## src/rtl/pidlc_pkg.sv

```systemverilog
// ----------------------------------------------------------------------------
// pidlc_pkg
// Shared types and constants for the illuminance PID controller: register
// indexes, multiplier operand selects and the controller-to-datapath command.
// ----------------------------------------------------------------------------
package pidlc_pkg;

  localparam int CFG_IDX_W  = 3;
  localparam int CFG_DATA_W = 16;

  localparam logic [CFG_IDX_W-1:0] REG_PROP_GAIN  = 3'd0;
  localparam logic [CFG_IDX_W-1:0] REG_INTEG_GAIN = 3'd1;
  localparam logic [CFG_IDX_W-1:0] REG_DERIV_GAIN = 3'd2;
  localparam logic [CFG_IDX_W-1:0] REG_FF_RECIP   = 3'd3;
  localparam logic [CFG_IDX_W-1:0] REG_DUTY_MIN   = 3'd4;
  localparam logic [CFG_IDX_W-1:0] REG_DUTY_MAX   = 3'd5;
  localparam logic [CFG_IDX_W-1:0] REG_FEEDBACK   = 3'd6;
  localparam logic [CFG_IDX_W-1:0] REG_ANTIWINDUP = 3'd7;

  localparam logic [15:0] DUTY_FULL = 16'd32768;

  // operand pair presented to the shared multiplier
  typedef enum logic [2:0] {
    MS_EXT_A,
    MS_EXT_B,
    MS_DERIV,
    MS_PROP,
    MS_INTEG,
    MS_FF
  } mul_sel_t;

  typedef struct packed {
    logic     load_in;
    mul_sel_t mul_sel;
    logic     ext_save;
    logic     diff_save;
    logic     d_save;
    logic     pd_save;
    logic     acc_update;
    logic     res_load;
  } dp_cmd_t;

endpackage

```

## src/rtl/pidlc_ctrl.sv

```systemverilog
// ----------------------------------------------------------------------------
// pidlc_ctrl
// Sequencer for the controller: steps one sample through the shared
// multiplier and owns the input/output handshakes.
// ----------------------------------------------------------------------------
module pidlc_ctrl
  import pidlc_pkg::*;
(
  input  logic    clk,
  input  logic    rst,
  input  logic    in_valid,
  output logic    in_ready,
  output logic    out_valid,
  input  logic    out_ready,
  input  logic    feedback_on,
  output dp_cmd_t cmd
);

  typedef enum logic [9:0] {
    S_IDLE   = 10'b00_0000_0001,
    S_MUL_FF = 10'b00_0000_0010,
    S_OUT_FF = 10'b00_0000_0100,
    S_MUL_A  = 10'b00_0000_1000,
    S_MUL_B  = 10'b00_0001_0000,
    S_SUM    = 10'b00_0010_0000,
    S_MUL_P  = 10'b00_0100_0000,
    S_MUL_I  = 10'b00_1000_0000,
    S_UPDATE = 10'b01_0000_0000,
    S_OUT_FB = 10'b10_0000_0000
  } state_t;

  state_t state, state_next;
  logic   slot_free;

  assign in_ready  = (state == S_IDLE);
  assign slot_free = !out_valid || out_ready;

  always_comb begin
    state_next = state;
    cmd        = '0;
    cmd.mul_sel = MS_EXT_A;
    unique case (state)
      S_IDLE: begin
        if (in_valid) begin
          cmd.load_in = 1'b1;
          state_next  = feedback_on ? S_MUL_A : S_MUL_FF;
        end
      end
      S_MUL_FF: begin
        cmd.mul_sel = MS_FF;
        state_next  = S_OUT_FF;
      end
      S_OUT_FF: begin
        // keep the feedforward operands so the product holds while stalled
        cmd.mul_sel = MS_FF;
        if (slot_free) begin
          cmd.res_load = 1'b1;
          state_next   = S_IDLE;
        end
      end
      S_MUL_A: begin
        cmd.mul_sel = MS_EXT_A;
        state_next  = S_MUL_B;
      end
      S_MUL_B: begin
        cmd.mul_sel  = MS_EXT_B;
        cmd.ext_save = 1'b1;
        state_next   = S_SUM;
      end
      S_SUM: begin
        cmd.mul_sel   = MS_DERIV;
        cmd.diff_save = 1'b1;
        state_next    = S_MUL_P;
      end
      S_MUL_P: begin
        cmd.mul_sel = MS_PROP;
        cmd.d_save  = 1'b1;
        state_next  = S_MUL_I;
      end
      S_MUL_I: begin
        cmd.mul_sel = MS_INTEG;
        cmd.pd_save = 1'b1;
        state_next  = S_UPDATE;
      end
      S_UPDATE: begin
        cmd.acc_update = 1'b1;
        state_next     = S_OUT_FB;
      end
      S_OUT_FB: begin
        if (slot_free) begin
          cmd.res_load = 1'b1;
          state_next   = S_IDLE;
        end
      end
      default: state_next = S_IDLE;
    endcase
  end

  always_ff @(posedge clk) begin
    if (rst) begin
      state     <= S_IDLE;
      out_valid <= 1'b0;
    end else begin
      state <= state_next;
      if (cmd.res_load) begin
        out_valid <= 1'b1;
      end else if (out_ready) begin
        out_valid <= 1'b0;
      end
    end
  end

endmodule

```

## src/rtl/pidlc_dp.sv

```systemverilog
// ----------------------------------------------------------------------------
// pidlc_dp
// Datapath: configuration registers, sample registers, shared 17x21 signed
// multiplier, integrator with saturation and anti-windup, output clamp.
// ----------------------------------------------------------------------------
module pidlc_dp
  import pidlc_pkg::*;
(
  input  logic                  clk,
  input  logic                  rst,
  input  logic                  cfg_we,
  input  logic [CFG_IDX_W-1:0]  cfg_index,
  input  logic [CFG_DATA_W-1:0] cfg_data,
  input  dp_cmd_t               cmd,
  input  logic [15:0]           reference_lux,
  input  logic [15:0]           measured_lux,
  input  logic [15:0]           neighbor_duty_a,
  input  logic [15:0]           neighbor_gain_a,
  input  logic [15:0]           neighbor_duty_b,
  input  logic [15:0]           neighbor_gain_b,
  output logic                  feedback_on,
  output logic [15:0]           duty_out
);

  logic [15:0] prop_gain, integ_gain, deriv_gain, ff_recip, duty_min, duty_max;
  logic        antiwindup_on;

  logic [15:0] ref_q, duty_a, gain_a, duty_b, gain_b;
  logic signed [16:0] err, prev_err;

  logic signed [16:0] mul_a;
  logic signed [20:0] mul_b;
  logic signed [37:0] prod;

  logic [31:0]        ext_sum;
  logic [32:0]        ext_total;
  logic signed [19:0] diff_p;
  logic signed [19:0] diff_p_next;
  logic signed [17:0] diff_d;
  logic signed [32:0] prod_sh;
  logic signed [32:0] d_term;
  logic signed [33:0] pd_sum;
  logic signed [31:0] acc;
  logic signed [34:0] u;
  logic signed [38:0] acc_sum;
  logic signed [31:0] acc_sat;
  logic               hold;
  logic               err_pos, err_neg;

  function automatic logic [15:0] clamp_duty(input logic signed [34:0] v,
                                             input logic [15:0] lo,
                                             input logic [15:0] hi);
    logic signed [34:0] t;
    t = v;
    if (t > $signed({19'b0, hi})) t = $signed({19'b0, hi});
    if (t < $signed({19'b0, lo})) t = $signed({19'b0, lo});
    return t[15:0];
  endfunction

  // configuration
  always_ff @(posedge clk) begin
    if (rst) begin
      prop_gain     <= '0;
      integ_gain    <= '0;
      deriv_gain    <= '0;
      ff_recip      <= '0;
      duty_min      <= '0;
      duty_max      <= DUTY_FULL;
      feedback_on   <= 1'b1;
      antiwindup_on <= 1'b1;
    end else if (cfg_we) begin
      unique case (cfg_index)
        REG_PROP_GAIN:  prop_gain     <= cfg_data;
        REG_INTEG_GAIN: integ_gain    <= cfg_data;
        REG_DERIV_GAIN: deriv_gain    <= cfg_data;
        REG_FF_RECIP:   ff_recip      <= cfg_data;
        REG_DUTY_MIN:   duty_min      <= cfg_data;
        REG_DUTY_MAX:   duty_max      <= cfg_data;
        REG_FEEDBACK:   feedback_on   <= cfg_data[0];
        REG_ANTIWINDUP: antiwindup_on <= cfg_data[0];
        default: ;
      endcase
    end
  end

  // sample capture
  always_ff @(posedge clk) begin
    if (cmd.load_in) begin
      ref_q  <= reference_lux;
      err    <= $signed({1'b0, reference_lux}) - $signed({1'b0, measured_lux});
      duty_a <= neighbor_duty_a;
      gain_a <= neighbor_gain_a;
      duty_b <= neighbor_duty_b;
      gain_b <= neighbor_gain_b;
    end
  end

  assign diff_d = {err[16], err} - {prev_err[16], prev_err};

  // operand select for the shared multiplier
  always_comb begin
    case (cmd.mul_sel)
      MS_EXT_A: begin mul_a = {1'b0, gain_a};     mul_b = {5'b0, duty_a}; end
      MS_EXT_B: begin mul_a = {1'b0, gain_b};     mul_b = {5'b0, duty_b}; end
      MS_DERIV: begin mul_a = {1'b0, deriv_gain}; mul_b = {{3{diff_d[17]}}, diff_d}; end
      MS_PROP:  begin mul_a = {1'b0, prop_gain};  mul_b = {diff_p[19], diff_p}; end
      MS_INTEG: begin mul_a = {1'b0, integ_gain}; mul_b = {{4{err[16]}}, err}; end
      MS_FF:    begin mul_a = {1'b0, ff_recip};   mul_b = {5'b0, ref_q}; end
      default:  begin mul_a = '0;                 mul_b = '0; end
    endcase
  end

  always_ff @(posedge clk) begin
    prod <= mul_a * mul_b;
  end

  // neighbours' lux: sum of both products, Q.23 down to Q8.8
  assign ext_total   = {1'b0, ext_sum} + {1'b0, prod[31:0]};
  assign diff_p_next = {{3{err[16]}}, err} - $signed({2'b0, ext_total[32:15]});

  // >> 5 with floor is a plain bit select on two's complement
  assign prod_sh = prod[37:5];

  always_ff @(posedge clk) begin
    if (cmd.ext_save)  ext_sum <= prod[31:0];
    if (cmd.diff_save) diff_p  <= diff_p_next;
    if (cmd.d_save)    d_term  <= prod_sh;
    if (cmd.pd_save)   pd_sum  <= {prod_sh[32], prod_sh} + {d_term[32], d_term};
  end

  // u from the integrator as it stands; before and after the update
  assign u = {pd_sum[33], pd_sum} + {{12{acc[31]}}, acc[31:9]};

  assign err_pos = !err[16] && (err != '0);
  assign err_neg = err[16];
  assign hold = antiwindup_on &&
                ((u >= $signed({19'b0, duty_max}) && err_pos) ||
                 (u <= $signed({19'b0, duty_min}) && err_neg));

  assign acc_sum = {{7{acc[31]}}, acc} + {prod[37], prod};

  always_comb begin
    if (acc_sum[38:31] == '0 || acc_sum[38:31] == '1) begin
      acc_sat = acc_sum[31:0];
    end else if (acc_sum[38]) begin
      acc_sat = 32'sh8000_0000;
    end else begin
      acc_sat = 32'sh7FFF_FFFF;
    end
  end

  always_ff @(posedge clk) begin
    if (rst) begin
      acc      <= '0;
      prev_err <= '0;
    end else if (cmd.acc_update) begin
      prev_err <= err;
      if (!hold) acc <= acc_sat;
    end
  end

  always_ff @(posedge clk) begin
    if (cmd.res_load) begin
      if (feedback_on) begin
        duty_out <= clamp_duty(u, duty_min, duty_max);
      end else begin
        duty_out <= clamp_duty({{2{prod_sh[32]}}, prod_sh}, duty_min, duty_max);
      end
    end
  end

endmodule

```

## src/rtl/pid_light_controller_antiwindup.sv

```systemverilog
// ----------------------------------------------------------------------------
// pid_light_controller_antiwindup
// Luminaire duty controller: PID with conditional-integration anti-windup,
// or pure feedforward, with the output clamped to configured duty limits.
// ----------------------------------------------------------------------------
// One sample at a time: a new sample is taken only when the sequencer is back
// in idle. A feedback sample runs the two neighbour products, derivative,
// proportional and integral terms through the single shared 17x21 multiplier,
// then the integrator update and output; a feedforward sample is one product.
// A finished duty waits in the output register while the next sample is
// taken; it stalls the sequencer only if still untaken when the next is done.
// Configuration writes are registered and are expected only while idle.
module pid_light_controller_antiwindup
  import pidlc_pkg::*;
(
  input  logic                  clk,
  input  logic                  rst,
  input  logic                  cfg_we,
  input  logic [CFG_IDX_W-1:0]  cfg_index,
  input  logic [CFG_DATA_W-1:0] cfg_data,
  input  logic                  in_valid,
  output logic                  in_ready,
  input  logic [15:0]           reference_lux,
  input  logic [15:0]           measured_lux,
  input  logic [15:0]           neighbor_duty_a,
  input  logic [15:0]           neighbor_gain_a,
  input  logic [15:0]           neighbor_duty_b,
  input  logic [15:0]           neighbor_gain_b,
  output logic                  out_valid,
  input  logic                  out_ready,
  output logic [15:0]           duty_out
);

  dp_cmd_t cmd;
  logic    feedback_on;

  pidlc_ctrl u_ctrl (
    .clk         (clk),
    .rst         (rst),
    .in_valid    (in_valid),
    .in_ready    (in_ready),
    .out_valid   (out_valid),
    .out_ready   (out_ready),
    .feedback_on (feedback_on),
    .cmd         (cmd)
  );

  pidlc_dp u_dp (
    .clk             (clk),
    .rst             (rst),
    .cfg_we          (cfg_we),
    .cfg_index       (cfg_index),
    .cfg_data        (cfg_data),
    .cmd             (cmd),
    .reference_lux   (reference_lux),
    .measured_lux    (measured_lux),
    .neighbor_duty_a (neighbor_duty_a),
    .neighbor_gain_a (neighbor_gain_a),
    .neighbor_duty_b (neighbor_duty_b),
    .neighbor_gain_b (neighbor_gain_b),
    .feedback_on     (feedback_on),
    .duty_out        (duty_out)
  );

endmodule

```

## config.mk

```make
export PLATFORM = sky130hd
export DESIGN_NAME = pid_light_controller_antiwindup
export DESIGN_NICKNAME = d
export VERILOG_FILES = /design/src/rtl/pidlc_pkg.sv /design/src/rtl/pidlc_ctrl.sv /design/src/rtl/pidlc_dp.sv /design/src/rtl/pid_light_controller_antiwindup.sv
export SDC_FILE = /design/constraint.sdc
export NUM_CORES = 2
export LEC_CHECK = 0
export BUFFER_PORTS_ARGS = -buffer_cell sky130_fd_sc_hd__buf_2
export CORE_MARGIN = 1.5
export CORE_UTILIZATION = 35
export CTS_BUF_LIST = sky130_fd_sc_hd__clkbuf_8
export DETAILED_ROUTE_END_ITERATION = 6
export MAX_ROUTING_LAYER = met4
export PLACE_DENSITY_LB_ADDON = 0.1
export SYNTH_ARGS = -nofsm -noshare
export SYNTH_HDL_FRONTEND = slang
export SYNTH_SLANG_ARGS = --single-unit
```

## constraint.sdc

```tcl
create_clock -name clk -period 21.3 [get_ports clk]
set_clock_uncertainty 0.05 [all_clocks]
set_input_delay 3.195 -clock clk [delete_from_list [all_inputs] [get_ports clk]]
set_output_delay 3.195 -clock clk [all_outputs]
set_load 0.1 [all_outputs]
```

==> impl_metrics.tcl <==
set metrics [dict create \
    start_util_pct 35.4 \
    dieArea_um2 111000 \
    vias 29700 \
    first_pass_iters 7 \
    clkTransAtPathRegs_ps 60 \
    worstSetupEndpointType "register" \
    nets 5073 \
    cts_setup_buffers 0 \
    core_um2 107000 \
    port_buffers 137 \
    ctsHoldBuffers 0 \
    cts-root-buf "clkbuf_8" \
    switching_share_pct 45.7 \
    area_growth_pct 10.7 \
    ff2ff_setup_slack_ps 10260 \
    ys_types 84 \
    cts.sinks 428 \
    switchingPower_mw 2.51 \
    numCtsBuffers 81 \
    viasPerCell 5.18 \
    synth_fp_nets 4950 \
    grt_start_max_net_pins 70 \
    placed_cells 5582 \
    tightest_slew_ps 1140 \
    htree_levels 3 \
    io_pins 138 \
    clockBufferDepth 3 \
    comb_power_share_pct 63.8 \
    hp-class "register to register" \
    power_mw 5.50 \
    critPathLaunchType "register" \
    max_freq_ghz 0.0906 \
    critical_path_class "register to register" \
    leakagePower_nw 18.8 \
    routedWlPerCell_um 19.9 \
    cp_max_fo 26 \
    gp_congestion 0.879 \
    grt_pass1_vias 30000 \
    p_int_mw 2.98 \
    clk_latency_ps 720 \
    setup_ws_ps 10260 \
    violations "design-rule violations" \
    synth.largest_area_cell "edfxtp_1" \
    cts-resized-gates 0 \
    dpl.hpwl_um 91400 \
    gr-total-overflow 0 \
    synth_edf_count 232 \
    cts_tree "built" \
    syn-mean-instance-area_um2 9.18 \
    yosysMostFrequentCell "inv_1" \
    clockPowerShare_pct 15.4 \
    setup_viol_count_final 0 \
    wl_um 114000 \
    finalHoldViolations 0 \
    post-route-period-util_pct 51.8 \
    ys.flop_type "edfxtp_1" \
    cpMostUsedCell "fa_1" \
    synth_area_um2 38000 \
    nFillCells 10900 \
    antenna_found_initial 5 \
    yosys_register_bits 428 \
    period_needed_ps 11040 \
    drive_above_1_share_pct 8.89 \
    initialDrtViolationCount 1865 \
    post-place-ws_ps 10370 \
    critical_path.max_stage_delay_ps 700 \
    netlist_instances 4139 \
    fin_cells 5735 \
    slew_headroom_pct 23.8 \
    worstPathRequired_ps 21850 \
    drtAntennaViolNets 0 \
    status "complete, but fails checks" \
    synth_warnings 0 \
    synth.area.top_cells "edfxtp_1, fa_1, ha_1" \
    die_y_um 332 \
    cpMaxStageDelayCell "nor4_1" \
    track_usage_pct 21.3 \
    die_x_um 332 \
    synth_common_cells "inv_1, nand2_1, ha_1, fa_1, nor2_1" \
    cap_violations 0 \
    async_flop_share_pct 0 \
    final.setup.tns_ps 0 \
    ir_drop_mv 0.231 \
    p_seq_share_pct 20.7 \
    rsz0062_at_grt "no" \
    synth.top_cell.area_share_pct 18.3 \
    drc 11 \
    placementRows 120 \
    yosysSeqAreaShare_pct 28.7 \
    drv_slew 0 \
    crit_arrival_ps 11590 \
    grt_pass1_wl_um 177000 \
    power_density_nw_per_um2 131 \
]
## layout make-up
class / instances / area (um2) / share of cell area, %
Sequential cell: 428 / 10900 / 25.9
Inverter: 576 / 2160 / 5.15
Clock buffer: 90 / 1240 / 2.95
Multi-Input combinational cell: 2988 / 24500 / 58.2
Tap cell: 1403 / 1760 / 4.18
Clock inverter: 61 / 455 / 1.08
Antenna cell: 2 / 5.00 / 0.0119
Timing Repair Buffer: 187 / 1060 / 2.53
## flip-flops by register name (all words and copies together) (netlist names), 16 cells and up
register and flops:
u_dp.prod 38, u_dp.pd_sum 34, u_dp.d_term 33, u_dp.acc 32, u_dp.ext_sum 32, u_dp.diff_p 20, u_dp.err 17, u_dp.prev_err 17
u_dp.deriv_gain 16, u_dp.duty_a 16, u_dp.duty_b 16, u_dp.duty_max 16, u_dp.duty_min 16, u_dp.duty_out 16, u_dp.ff_recip 16, u_dp.gain_a 16
u_dp.gain_b 16, u_dp.integ_gain 16, u_dp.prop_gain 16, u_dp.ref_q 16
## routing by layer
metal / vias to the layer above / wire (um) / track usage, %
li1: 14400 / - / -
met1: 14500 / 55300 / 29.0
met2: 610 / 51400 / 33.2
met3: 143 / 5130 / 3.01
met4: 0 / 2550 / 5.34
met5: - / 0 / -
## worst max-delay path, delay by kind of cell (launching register included)
family,cells,cell delay (ps)
buffers and inverters,5,1160
and+or+nand+nor,6,1960
xor gates and xnor gates,1,140
DFF,1,340
adders and majority gates,7,3470
AOI/OAI and AO/OA,13,3770
## power groups by stage
stage	logic (mW)	clock network, mW	registers, mW
6_report	3.51	0.849	1.14
5_1_grt	4.02	0.911	1.15
4_1_cts	3.54	0.879	1.14
3_5_place_dp	3.52	0	1.16
3_3_place_gp	3.52	0	1.16
2_1_floorplan	2.70	0	1.10
## cells in the final DEF, fill, tap and decap left out, types with 51 or more instances in the layout
master	instances
ha_1	360
o21ai_0	112
nor2_1	311
buf_2	136
fa_1	331
dfxtp_1	196
xor2_1	59
nand2_1	548
inv_1	603
a21oi_1	293
xnor2_1	104
clkbuf_8	90
edfxtp_1	232
a21o_1	84
buf_4	51
## final timing paths
path                                 startpoint                       endpoint  cells past startpoint
hold reg to reg   u_dp.prev_err[8]$_SDFFE_PP0P_  u_dp.prev_err[8]$_SDFFE_PP0P_                      2
setup reg to reg   u_ctrl.state[0]$_SDFFE_PP1P_          u_dp.prod[37]$_DFF_P_                     32
setup / recovery   u_ctrl.state[0]$_SDFFE_PP1P_          u_dp.prod[37]$_DFF_P_                     32
hold / removal    u_dp.prev_err[8]$_SDFFE_PP0P_  u_dp.prev_err[8]$_SDFFE_PP0P_                      2
## stage by stage
stage / hold WS (ps) / area, um2 / utilization, %
6_report: 402 / 42000 / 39.2
4_1_cts: 402 / 42000 / 39.2
5_1_grt: 416 / 42000 / 39.2
3_3_place_gp: 390 / 40300 / 37.6
3_5_place_dp: 395 / 40300 / 37.6
2_1_floorplan: 382 / 38000 / -
## cells by family (layout without fill, tap and decap cells)
group | count (synthesis) | count (layout) | synth area share [%]
AOI/OAI and AO/OA | 889 | 889 | 15.9
muxes | 32 | 32 | 0.932
DFF | 428 | 428 | 28.7
other | 0 | 2 | 0
buffers and inverters | 723 | 914 | 7.18
xor gates and xnor gates | 163 | 163 | 3.76
adders and majority gates | 691 | 691 | 29.3
and+or+nand+nor | 1213 | 1213 | 14.3
Power figures use the tool's default switching activity.
